$ cat src/hdl/prrq_pkg.sv
// Package with shared constants, codes and types of the round-robin queue.
`default_nettype none
package prrq_pkg;
    localparam int NUM_BUCKETS = 16;
    localparam int NUM_CONNS   = 64;
    localparam int FIFO_DEPTH  = 8;
    localparam int SLOTS       = NUM_CONNS / NUM_BUCKETS;
    localparam int BKT_W       = $clog2(NUM_BUCKETS);
    localparam int SLOT_W      = $clog2(SLOTS);
    localparam int CONN_W      = BKT_W + SLOT_W;
    localparam int IDX_W       = $clog2(FIFO_DEPTH);
    localparam int CNT_W       = IDX_W + 1;
    localparam int RCNT_W      = SLOT_W + 1;
    localparam int TRY_W       = $clog2(NUM_BUCKETS + 2);
    localparam int TRIES_MAX   = NUM_BUCKETS + 1;

    typedef enum logic [1:0] {
        CMD_ENQ   = 2'd0,
        CMD_DEQ   = 2'd1,
        CMD_PURGE = 2'd2,
        CMD_NONE  = 2'd3
    } t_cmd;

    typedef enum logic [1:0] {
        ST_OK     = 2'd0,
        ST_FULL   = 2'd1,
        ST_EMPTY  = 2'd2,
        ST_NOCONN = 2'd3
    } t_status;

    typedef enum logic [1:0] {
        OP_ENQ,
        OP_PURGE,
        OP_STEP
    } t_op;

    // One bucket: its rotation order, and the state of the connections in it.
    typedef struct packed {
        logic [SLOTS-1:0][SLOT_W-1:0] rot;
        logic [RCNT_W-1:0]            rcnt;
        logic [SLOTS-1:0]             ex;
        logic [SLOTS-1:0]             vis;
        logic [SLOTS-1:0][IDX_W-1:0]  head;
        logic [SLOTS-1:0][CNT_W-1:0]  cnt;
    } t_brec;

    typedef struct packed {
        logic              ok;
        logic              found;
        logic              again;
        logic [SLOT_W-1:0] slot;
        logic [IDX_W-1:0]  idx;
        logic [CNT_W-1:0]  drop;
    } t_alu_res;
endpackage
`default_nettype wire

$ cat src/hdl/prrq_rec_alu.sv
// Update of one bucket record for enqueue, purge or one scheduling step.
`default_nettype none
module prrq_rec_alu
    import prrq_pkg::*;
(
    input  wire t_brec         i_rec,
    input  wire t_op           i_op,
    input  wire [SLOT_W-1:0]   i_slot,
    output t_brec              o_rec,
    output t_alu_res           o_res
);
    always_comb begin
        t_brec             n;
        t_alu_res          r;
        logic [SLOT_W-1:0] s;
        logic [RCNT_W-1:0] k;
        logic [RCNT_W-1:0] pos;
        logic              hit;
        n   = i_rec;
        r   = '0;
        s   = i_slot;
        k   = '0;
        pos = '0;
        hit = 1'b0;
        unique case (i_op)
            OP_ENQ: begin
                if (i_rec.ex[s] && i_rec.cnt[s] >= CNT_W'(FIFO_DEPTH)) begin
                    r.ok = 1'b0;
                end else begin
                    r.ok = 1'b1;
                    if (!i_rec.ex[s]) begin
                        n.ex[s]   = 1'b1;
                        n.vis[s]  = 1'b0;
                        n.head[s] = '0;
                        n.cnt[s]  = '0;
                        n.rot[i_rec.rcnt[SLOT_W-1:0]] = s;
                        n.rcnt = i_rec.rcnt + RCNT_W'(1);
                    end
                    r.idx    = n.head[s] + n.cnt[s][IDX_W-1:0];
                    n.cnt[s] = n.cnt[s] + CNT_W'(1);
                end
            end
            OP_PURGE: begin
                if (!i_rec.ex[s]) begin
                    r.ok = 1'b0;
                end else begin
                    r.ok    = 1'b1;
                    n.ex[s] = 1'b0;
                    if (i_rec.vis[s]) begin
                        n.vis[s] = 1'b0;
                    end else begin
                        for (int i = 0; i < SLOTS; i++) begin
                            if (!hit && RCNT_W'(i) < i_rec.rcnt && i_rec.rot[i] == s) begin
                                hit = 1'b1;
                                pos = RCNT_W'(i);
                            end
                        end
                        if (hit) begin
                            for (int i = 0; i < SLOTS - 1; i++) begin
                                if (RCNT_W'(i) >= pos) begin
                                    n.rot[i] = i_rec.rot[i+1];
                                end
                            end
                            n.rcnt = i_rec.rcnt - RCNT_W'(1);
                        end
                    end
                    r.drop    = i_rec.cnt[s];
                    n.head[s] = '0;
                    n.cnt[s]  = '0;
                end
            end
            OP_STEP: begin
                if (i_rec.rcnt != '0) begin
                    s = i_rec.rot[0];
                    for (int i = 0; i < SLOTS - 1; i++) begin
                        n.rot[i] = i_rec.rot[i+1];
                    end
                    n.rcnt   = i_rec.rcnt - RCNT_W'(1);
                    n.vis[s] = 1'b1;
                    r.slot   = s;
                    if (i_rec.cnt[s] != '0) begin
                        r.found   = 1'b1;
                        r.idx     = i_rec.head[s];
                        n.head[s] = i_rec.head[s] + IDX_W'(1);
                        n.cnt[s]  = i_rec.cnt[s] - CNT_W'(1);
                    end else begin
                        r.again = 1'b1;
                    end
                end else begin
                    for (int i = 0; i < SLOTS; i++) begin
                        if (i_rec.ex[i] && i_rec.vis[i]) begin
                            n.rot[k[SLOT_W-1:0]] = SLOT_W'(i);
                            k        = k + RCNT_W'(1);
                            n.vis[i] = 1'b0;
                            if (i_rec.cnt[i] != '0) begin
                                r.again = 1'b1;
                            end
                        end
                    end
                    n.rcnt = k;
                end
            end
            default: begin
                r = '0;
            end
        endcase
        o_rec = n;
        o_res = r;
    end
endmodule
`default_nettype wire

$ cat config.mk
export PLATFORM = sky130hd
export DESIGN_NAME = prrq_rec_alu
export DESIGN_NICKNAME = d
export VERILOG_FILES = /design/src/hdl/prrq_pkg.sv /design/src/hdl/prrq_rec_alu.sv
export SDC_FILE = /design/constraint.sdc
export NUM_CORES = 1
export LEC_CHECK = 0
export BUFFER_PORTS_ARGS = -buffer_cell sky130_fd_sc_hd__buf_4
export CAP_MARGIN = 20
export CORE_MARGIN = 5
export CORE_UTILIZATION = 30
export DETAILED_ROUTE_END_ITERATION = 8
export PLACE_DENSITY = 0.49
export RECOVER_POWER = 100
export SLEW_MARGIN = 20
export SYNTH_ARGS = -nofsm -noshare
export SYNTH_HDL_FRONTEND = slang
export SYNTH_SLANG_ARGS = --single-unit
$ cat constraint.sdc
create_clock -name vclk -period 3.51
set_input_delay 0.1755 -clock vclk [all_inputs]
set_output_delay 0.1755 -clock vclk [all_outputs]
set_load 0.05 [all_outputs]
After elaboration in Yosys (flattened, before gate mapping) --
Cells that the tools add are included.
Word-level totals: output and inout bits 59, bits of input ports 51, register bits after elaboration 0
Operators by class: add/subtract/negate cells 9, magnitude comparators 20, mux-type cells 126, equal/unequal tests 6, reduce and logical (&&, ||, !) cells 28, bitwise gates (word level) 16
Operator list (number):
- two-way mux 47 bit | 4
- case mux 32 bit (3 select lines) | 1
- two-way mux 3 bit | 20
- two-way mux 28 bit | 2
- two-way mux 8 bit | 7
- two-way mux 45 bit | 1
- two-way mux 1 bit | 40
- two-way mux 4 bit | 10
- bitwise mux 16 bit | 2
- two-way mux 9 bit | 3
- case mux 9 bit (3 select lines) | 1
- binary-select mux 4 bit (select 2 bit) | 3
- two-way mux 2 bit | 11
- nonzero test 4 bit | 5
- logical AND 1 bit | 18
- < comparator 2 x 3 -> 1 bit (second input constant) | 6
- bitwise AND 16 bit | 1
- bitwise AND 4 bit | 4
- demux 2 bit (select 2 bit) | 4
- demux 4 bit (select 2 bit) | 2
- inverter 16 bit | 1
- bitwise OR 4 bit | 4
- adder 3 x 1 -> 3 bit (second input constant) | 5
- bitwise AND 12 bit | 1
- other kinds (30) | 49

Longest topological paths before layout --
Gate-level depths: netlist of the first run.
depth after elaboration 33, depth in mapped cells 12, depth with buffers taken out 11

Worst setup path after synthesis of the first run --
OpenSTA, ideal clock, no wires.
path kind input-to-output, start point input i_rec[40] in the netlist's numbering, end point output o_rec[5] in the netlist's numbering, data arrival time 3.422 ns, slack -0.088 ns, data required time 3.334 ns, stages on the path 10, buffers on the path 2, cells stage by stage buf_6 > clkbuf_8 > mux4_2 > inv_1 > ha_1 > or2b_2 > o22ai_4 > a211oi_2 > nand2_1 > o221ai_1
RTL lines:
- start, declared | RTL line prrq_rec_alu.sv:6 | input wire t_brec i_rec,
- end, declared | RTL line prrq_rec_alu.sv:9 | output t_brec o_rec,

==> Flow_metrics.wiki, run 1 <==
{| class="wikitable"
! Metric !! Value
|-
| Total congestion overflow || 0
|-
| Sequential share of power || 0%
|-
| Remaining antenna violation count after routing || 0
|-
| Clock network fraction of design power || 0%
|-
| Final non-filler cell total || 708
|-
| Diode count || 0
|-
| Number of flip-flops and latches || 0
|-
| Final core occ || a little over a third
|-
| Most common library cell in the layout ignoring fill and taps || sky130_fd_sc_hd__buf_4
|-
| Synth Net Count || 552
|-
| Clock tree buffer count of the final layout || 0
|-
| Outcome || finished clean
|-
| Weighted congestion at the end of routability-driven global placement || 0.945
|-
| Psw || approximately 0.6 mW
|-
| Simple-gate area share of the yosys netlist || 28.0%
|-
| Yosys warning total || 0
|-
| Peak fanout along the critical path || 23
|-
| Post-CTS Setup Bufs || 0
|-
| IR drop worst, VDD || 77.5 uV
|-
| Total routing usage reported by global routing || 22.7%
|-
| Routed wirelength normalized by instance count || ~23 microns
|-
| P_leak || 1.74 nW
|-
| Destination of the worst hold path || o_rec[24]
|-
| Worst hold margin || 0.766 ns
|-
| Cts hold-fix bufs || 0
|-
| Residual DRC count || 0
|-
| Slew Limit Fails || 0
|-
| Maximum clock frequency || between 0.3 and 0.4 GHz
|-
| FF/Latch Area || 0 sq um
|-
| Boundary Pins || 110
|-
| HP Start || i_rec[24]
|-
| Post-Synth XOR/XNOR Area || 4.89%
|-
| Number of placed cells counting well taps || 708
|-
| Unique cell type count in the Yosys netlist || 72
|-
| Area occupied by multi-input gates || 0.00304 sq mm
|-
| Most used cells in the layout excluding fill and tap cells || sky130_fd_sc_hd__buf_4, sky130_fd_sc_hd__nand2_1, sky130_fd_sc_hd__o21ai_0, sky130_fd_sc_hd__nor2_1, sky130_fd_sc_hd__a21oi_1
|-
| Number of cell rows || 39
|-
| Average via count per standard cell || 6.15
|-
| Avg Inst Size Synth || 7.03 sq um
|-
| Type of the tightest min-delay check || input pin to primary output
|-
| Area enclosed by the die boundary || 0.0136 sq mm
|-
| Crit Path Class || input pin to primary output
|-
| Compound-Gate Fraction of Synth Area || 32.7%
|-
| Final Cycle Share || 94.4%
|-
| Slew headroom || 41.5%
|-
| Number of standard cells after synthesis || 484
|-
| First-pass GRT wire length || 24.4 mm
|-
| Critical Path Max Stage Delay || around 0.6 ns
|-
| Count of nets after finishing || 635
|-
| DIE WIDTH || 117 microns
|-
| Number of instances on the worst hold path || 4
|-
| Post-route setup TNS || 0 ns
|-
| Hpwl dp || 12.4 mm
|-
| Category of the worst setup path launch point || input pin
|-
| Via count of the routed design || 4,353
|-
| Mux contribution to synthesized area || around 17%
|-
| Internal Dissipation || 0.272 mW
|-
| Worst-Margin Slew || slightly below 0.9 ns
|-
| Area growth from synthesis to layout || 19.7%
|-
| DRC violation total after the first TritonRoute iteration || roughly 550
|-
| Die Height || ~120 microns
|-
| Max-Cap Viols || 0
|-
| Worst slack after detailed placement || 0.281 ns
|-
| Data required time of the worst path || between 3 and 4 ns
|-
| Minimum clock period || between 3 and 4 ns
|-
| Worst path buffer plus inverter count || 3
|-
| Category of cells accounting for the largest share of critical-path delay || compound AO/OA/AOI/OAI gates
|-
| Cell breakdown of the critical path || buf_4, mux4_2, inv_1, ha_1, or2b_2, o22ai_4, a21oi_1, a31oi_1, a2bb2oi_1, clkbuf_2
|-
| Switching part of the total || between 60 and 70%
|-
| Arrival time reported for the critical path endpoint || 3.14 ns
|-
| Fraction of final layout cells sized beyond drive strength 1 || 23.7%
|-
| Total chip power || 0.874 mW
|-
| Gates resized, CTS repair || 0
|-
| Type of destination of the critical path || primary output
|-
| Area after DPL || roughly 0.0042 sq mm
|-
| Part of the total power dissipated in combinational logic || 100.0%
|-
| Starting density of the core || 30.2%
|-
| Final wirelength || 16.1 mm
|-
| Post-Layout Inst Area || 0.00408 sq mm
|-
| PwrDens || 214 mW/mm^2
|-
| Least setup slack across all paths after layout || between 0.15 and 0.2 ns
|-
| Post-Synth Adder-Cell Area || 6.47%
|-
| Antenna violations before repair || 0
|-
| Number of buffer cells added on primary ports || 110
|-
| DRT Pass-1 Iters || 5
|-
| Fill cell instance count of the final layout || 1,272
|-
| Vias in the first global route || 4,272
|-
| Setup violation total in the final timing report || 0
|-
| Sequential share of the synthesized area || 0%
|-
| Largest family of logic cells by synthesized area || compound AO/OA/AOI/OAI gates
|-
| Slowest CP cell || sky130_fd_sc_hd__mux4_2
|-
| Std-Cell Core Area || about 0.011 sq mm
|-
| Post-synthesis instance area || 0.00340 sq mm
|-
| Unrepaired setup endpoints after global routing || false
|-
| Final hold viol count || 0
|-
| Largest net degree at the start of global routing || 40
|}
==> synthesized netlist by cell type, drive strengths merged, types with 7 or more instances <==
cell type,instances,area share [%]
nand2,61,6.7
nor2,31,3.4
nor3,10,1.6
buf,11,2.5
clkbuf,29,5.4
a211oi,7,1.7
a31oi,8,1.5
and2,8,1.5
mux2i,23,6.8
inv,23,2.5
mux4,13,8.7
o21ai,32,4.7
nor2b,8,1.5
nand3,25,3.7
a21oi,28,4.3
and3,11,2.0
xnor2,15,3.9
o221ai,9,2.3
ha,16,5.9
nand2b,8,1.9
nand4,7,1.3
==> kinds of logic (layout without fill, tap and decap cells) <==
| group | Yosys count | in the layout |
|---|---|---|
| buf+inv | 63 | 144 |
| mux | 41 | 41 |
| fa+ha+maj | 17 | 17 |
| simple gates | 190 | 190 |
| compound gates | 154 | 154 |
| xor+xnor | 19 | 19 |
==> power by group through the flow <==
stage | Combinational (mW) | Clock (mW) | Sequential, mW
finish | 0.874 | 0 | 0
global route | 0.929 | 0 | 0
CTS | 0.908 | 0 | 0
detailed placement | 0.905 | 0 | 0
global placement | 0.909 | 0 | 0
floorplan | 0.625 | 0 | 0
==> layer usage <==
layer	track usage, %	share of wire, %	wire (microns)
met1	31.5	43	6950
met3	2.69	7.9	1260
met5	0	0	0
met4	4.97	2.2	357
met2	38.0	47	7500
==> worst max path at each step <==
stage                   start   endpoint  slack [ns]  depth (start not counted)
floorplan           i_rec[40]  o_rec[23]        0.21                         10
finish              i_rec[39]   o_rec[9]        0.20                         10
detailed placement  i_rec[39]   o_rec[0]        0.28                         10
global route        i_rec[39]   o_rec[0]        0.08                         10
global placement    i_rec[39]   o_rec[0]        0.28                         10
CTS                 i_rec[39]   o_rec[0]        0.28                         10
==> final cells by class <==
type / count / area share (%)
Multi-Input combinational cell: 421 / 74.5
Timing Repair Buffer: 121 / 19.0
Tap cell: 143 / 4.39
Inverter: 23 / 2.12
Power figures use the tool's default switching activity.
==> run 2: changes to the inputs <==
- SETUP_SLACK_MARGIN: not set -> 0.5
==> run 2 against run 1 <==
Net effect: first-iteration DRC count is 20% lower; die area stayed put; setup slack better by 0.18 ns; critical path type unchanged; largest power group unchanged.
==> Flow_metrics.wiki, run 2 (synthesis results as in run 1) <==
{| class="wikitable"
! Metric !! Value
|-
| Outcome || finished clean
|-
| FF/Latch Area || 0 sq um (unchanged)
|-
| Area growth from synthesis to layout || 25.4%
|-
| Cell breakdown of the critical path || clkbuf_2, mux4_2, and2_0, ha_1, or4_1, o311a_1, nand4_1, nand4_1, clkbuf_2
|-
| Weighted congestion at the end of routability-driven global placement || 0.990 (+4.7%)
|-
| Total routing usage reported by global routing || 22.5% (-0.23 points)
|-
| Number of cell rows || 39 (unchanged)
|-
| Arrival time reported for the critical path endpoint || 2.96 ns (-0.18 ns)
|-
| Hpwl dp || 12.5 mm (+0.77%)
|-
| Unrepaired setup endpoints after global routing || false
|-
| First-pass GRT wire length || 24.2 mm (-0.90%)
|-
| Worst hold margin || 0.766 ns (-0.000238 ns)
|-
| Clock tree buffer count of the final layout || 0 (unchanged)
|-
| Peak fanout along the critical path || 23 (unchanged)
|-
| Starting density of the core || 30.2% (unchanged)
|-
| Total congestion overflow || 0 (unchanged)
|-
| Data required time of the worst path || 3.33 ns (about the same)
|-
| Largest net degree at the start of global routing || 40 (unchanged)
|-
| Diode count || 0 (unchanged)
|-
| Max-Cap Viols || 0 (unchanged)
|-
| Type of destination of the critical path || primary output
|-
| Boundary Pins || 110 (unchanged)
|-
| P_leak || 1.76 nW (+1.2%)
|-
| Least setup slack across all paths after layout || 0.374 ns (+0.176 ns)
|-
| Critical Path Max Stage Delay || 0.56 ns (-0.05 ns)
|-
| Worst-Margin Slew || 0.892 ns (+0.0148 ns)
|-
| Cts hold-fix bufs || 0 (unchanged)
|-
| Maximum clock frequency || 0.319 GHz (+5.6%)
|-
| PwrDens || 214 mW/mm^2 (-0.33%)
|-
| Count of nets after finishing || 642 (+1.1%)
|-
| Number of flip-flops and latches || 0 (unchanged)
|-
| DIE WIDTH || 117 microns (unchanged)
|-
| Most used cells in the layout excluding fill and tap cells || sky130_fd_sc_hd__buf_4, sky130_fd_sc_hd__nand2_1, sky130_fd_sc_hd__clkbuf_1, sky130_fd_sc_hd__nor2_1
|-
| Slowest CP cell || sky130_fd_sc_hd__mux4_2
|-
| Fill cell instance count of the final layout || 1,250 (-1.7%)
|-
| Post-route setup TNS || 0 ns (unchanged)
|-
| DRC violation total after the first TritonRoute iteration || 439 (-20%)
|-
| Slew headroom || 40.5% (-0.98 points)
|-
| Antenna violations before repair || 0 (unchanged)
|-
| Number of buffer cells added on primary ports || 110 (unchanged)
|-
| Die Height || 117 microns (unchanged)
|-
| Number of instances on the worst hold path || 3 (-1)
|-
| Std-Cell Core Area || 0.0113 sq mm (unchanged)
|-
| Slew Limit Fails || 0 (unchanged)
|-
| Remaining antenna violation count after routing || 0 (unchanged)
|-
| DRT Pass-1 Iters || 5 (unchanged)
|-
| Most common library cell in the layout ignoring fill and taps || sky130_fd_sc_hd__buf_4
|-
| Routed wirelength normalized by instance count || 22.5 microns (-0.83%)
|-
| Setup violation total in the final timing report || 0 (unchanged)
|-
| Vias in the first global route || 4,177 (-2.2%)
|-
| Via count of the routed design || 4,367 (+0.32%)
|-
| Minimum clock period || 3.14 ns (-0.176 ns)
|-
| Average via count per standard cell || 6.11 (-0.66%)
|-
| Total chip power || 0.913 mW (+4.4%)
|-
| Area enclosed by the die boundary || 0.0136 sq mm (unchanged)
|-
| Crit Path Class || input pin to primary output
|-
| Residual DRC count || 0 (unchanged)
|-
| Final hold viol count || 0 (unchanged)
|-
| Final Cycle Share || 89.3% (-5.0 points)
|-
| Type of the tightest min-delay check || input pin to primary output
|-
| Fraction of final layout cells sized beyond drive strength 1 || 24.5% (+0.76 points)
|-
| IR drop worst, VDD || 108 uV (+39%)
|-
| Worst slack after detailed placement || 0.353 ns (+0.0719 ns)
|-
| Final wirelength || 16.1 mm (+0.15%)
|-
| Category of the worst setup path launch point || input pin
|}
run 2: changes by cell type in the layout (fill, tap and decap cells not counted), moves of 3 or more:
cell | previous run | this run
sky130_fd_sc_hd__o21ai_0 | 32 | 27
sky130_fd_sc_hd__buf_4 | 76 | 90
sky130_fd_sc_hd__o22ai_2 | 0 | 3
sky130_fd_sc_hd__o21ai_1 | 0 | 5
sky130_fd_sc_hd__clkbuf_1 | 18 | 34
sky130_fd_sc_hd__clkbuf_2 | 26 | 2
sky130_fd_sc_hd__o22ai_1 | 5 | 2
run 2: report_power, final:
group	switching (mW)	internal [mW]	leakage (nW)	total (mW)
sequential	0	0	0	0
clock	0	0	0	0
combinational	0.616	0.297	1.76	0.913
run 2: per-layer routing:
metal	track usage (%)	vias up	wire [microns]
met5	0	-	0
met4	4.97	0	299
met3	1.92	22	1270
met2	38.9	232	7720
met1	30.5	2108	6810
li1	-	2005	-
run 2: what timing repair did:
item,4_1_cts,5_1_grt
gates cloned,0,0
pin swaps,1,2
endpoints found under the hold margin,0,0
endpoints found under the setup margin,9,16
gates resized for setup,4,4
buffers inserted,0,5
run 2: final cells by class:
cell class	count	area, sq um	share of cell area (%)
multi-input cells	421	3160	74.0
inverters	23	86.3	2.02
well taps	143	179	4.19
repair buffers	128	845	19.8
run 2: per-stage QoR:
step / util [%] / instances / cell area, sq um
floorplan: - / 484 / 3490
global placement: 38.4 / 710 / 4330
detailed placement: 38.4 / 710 / 4330
CTS: 38.5 / 710 / 4340
global route: 37.9 / 715 / 4270
finish: 37.9 / 715 / 4270
run 2: worst paths after layout:
kind,startpoint,endpoint,slack (ns)
worst max-delay path,i_slot[1],o_rec[6],0.37
worst min-delay path,i_rec[22],o_rec[22],0.77
run 2: worst max-delay path, delay by kind of cell:
kind | cells | cell delay (ns)
simple gates | 4 | 1.00
buf+inv | 2 | 0.75
mux | 1 | 0.56
fa+ha+maj | 1 | 0.34
compound gates | 1 | 0.12
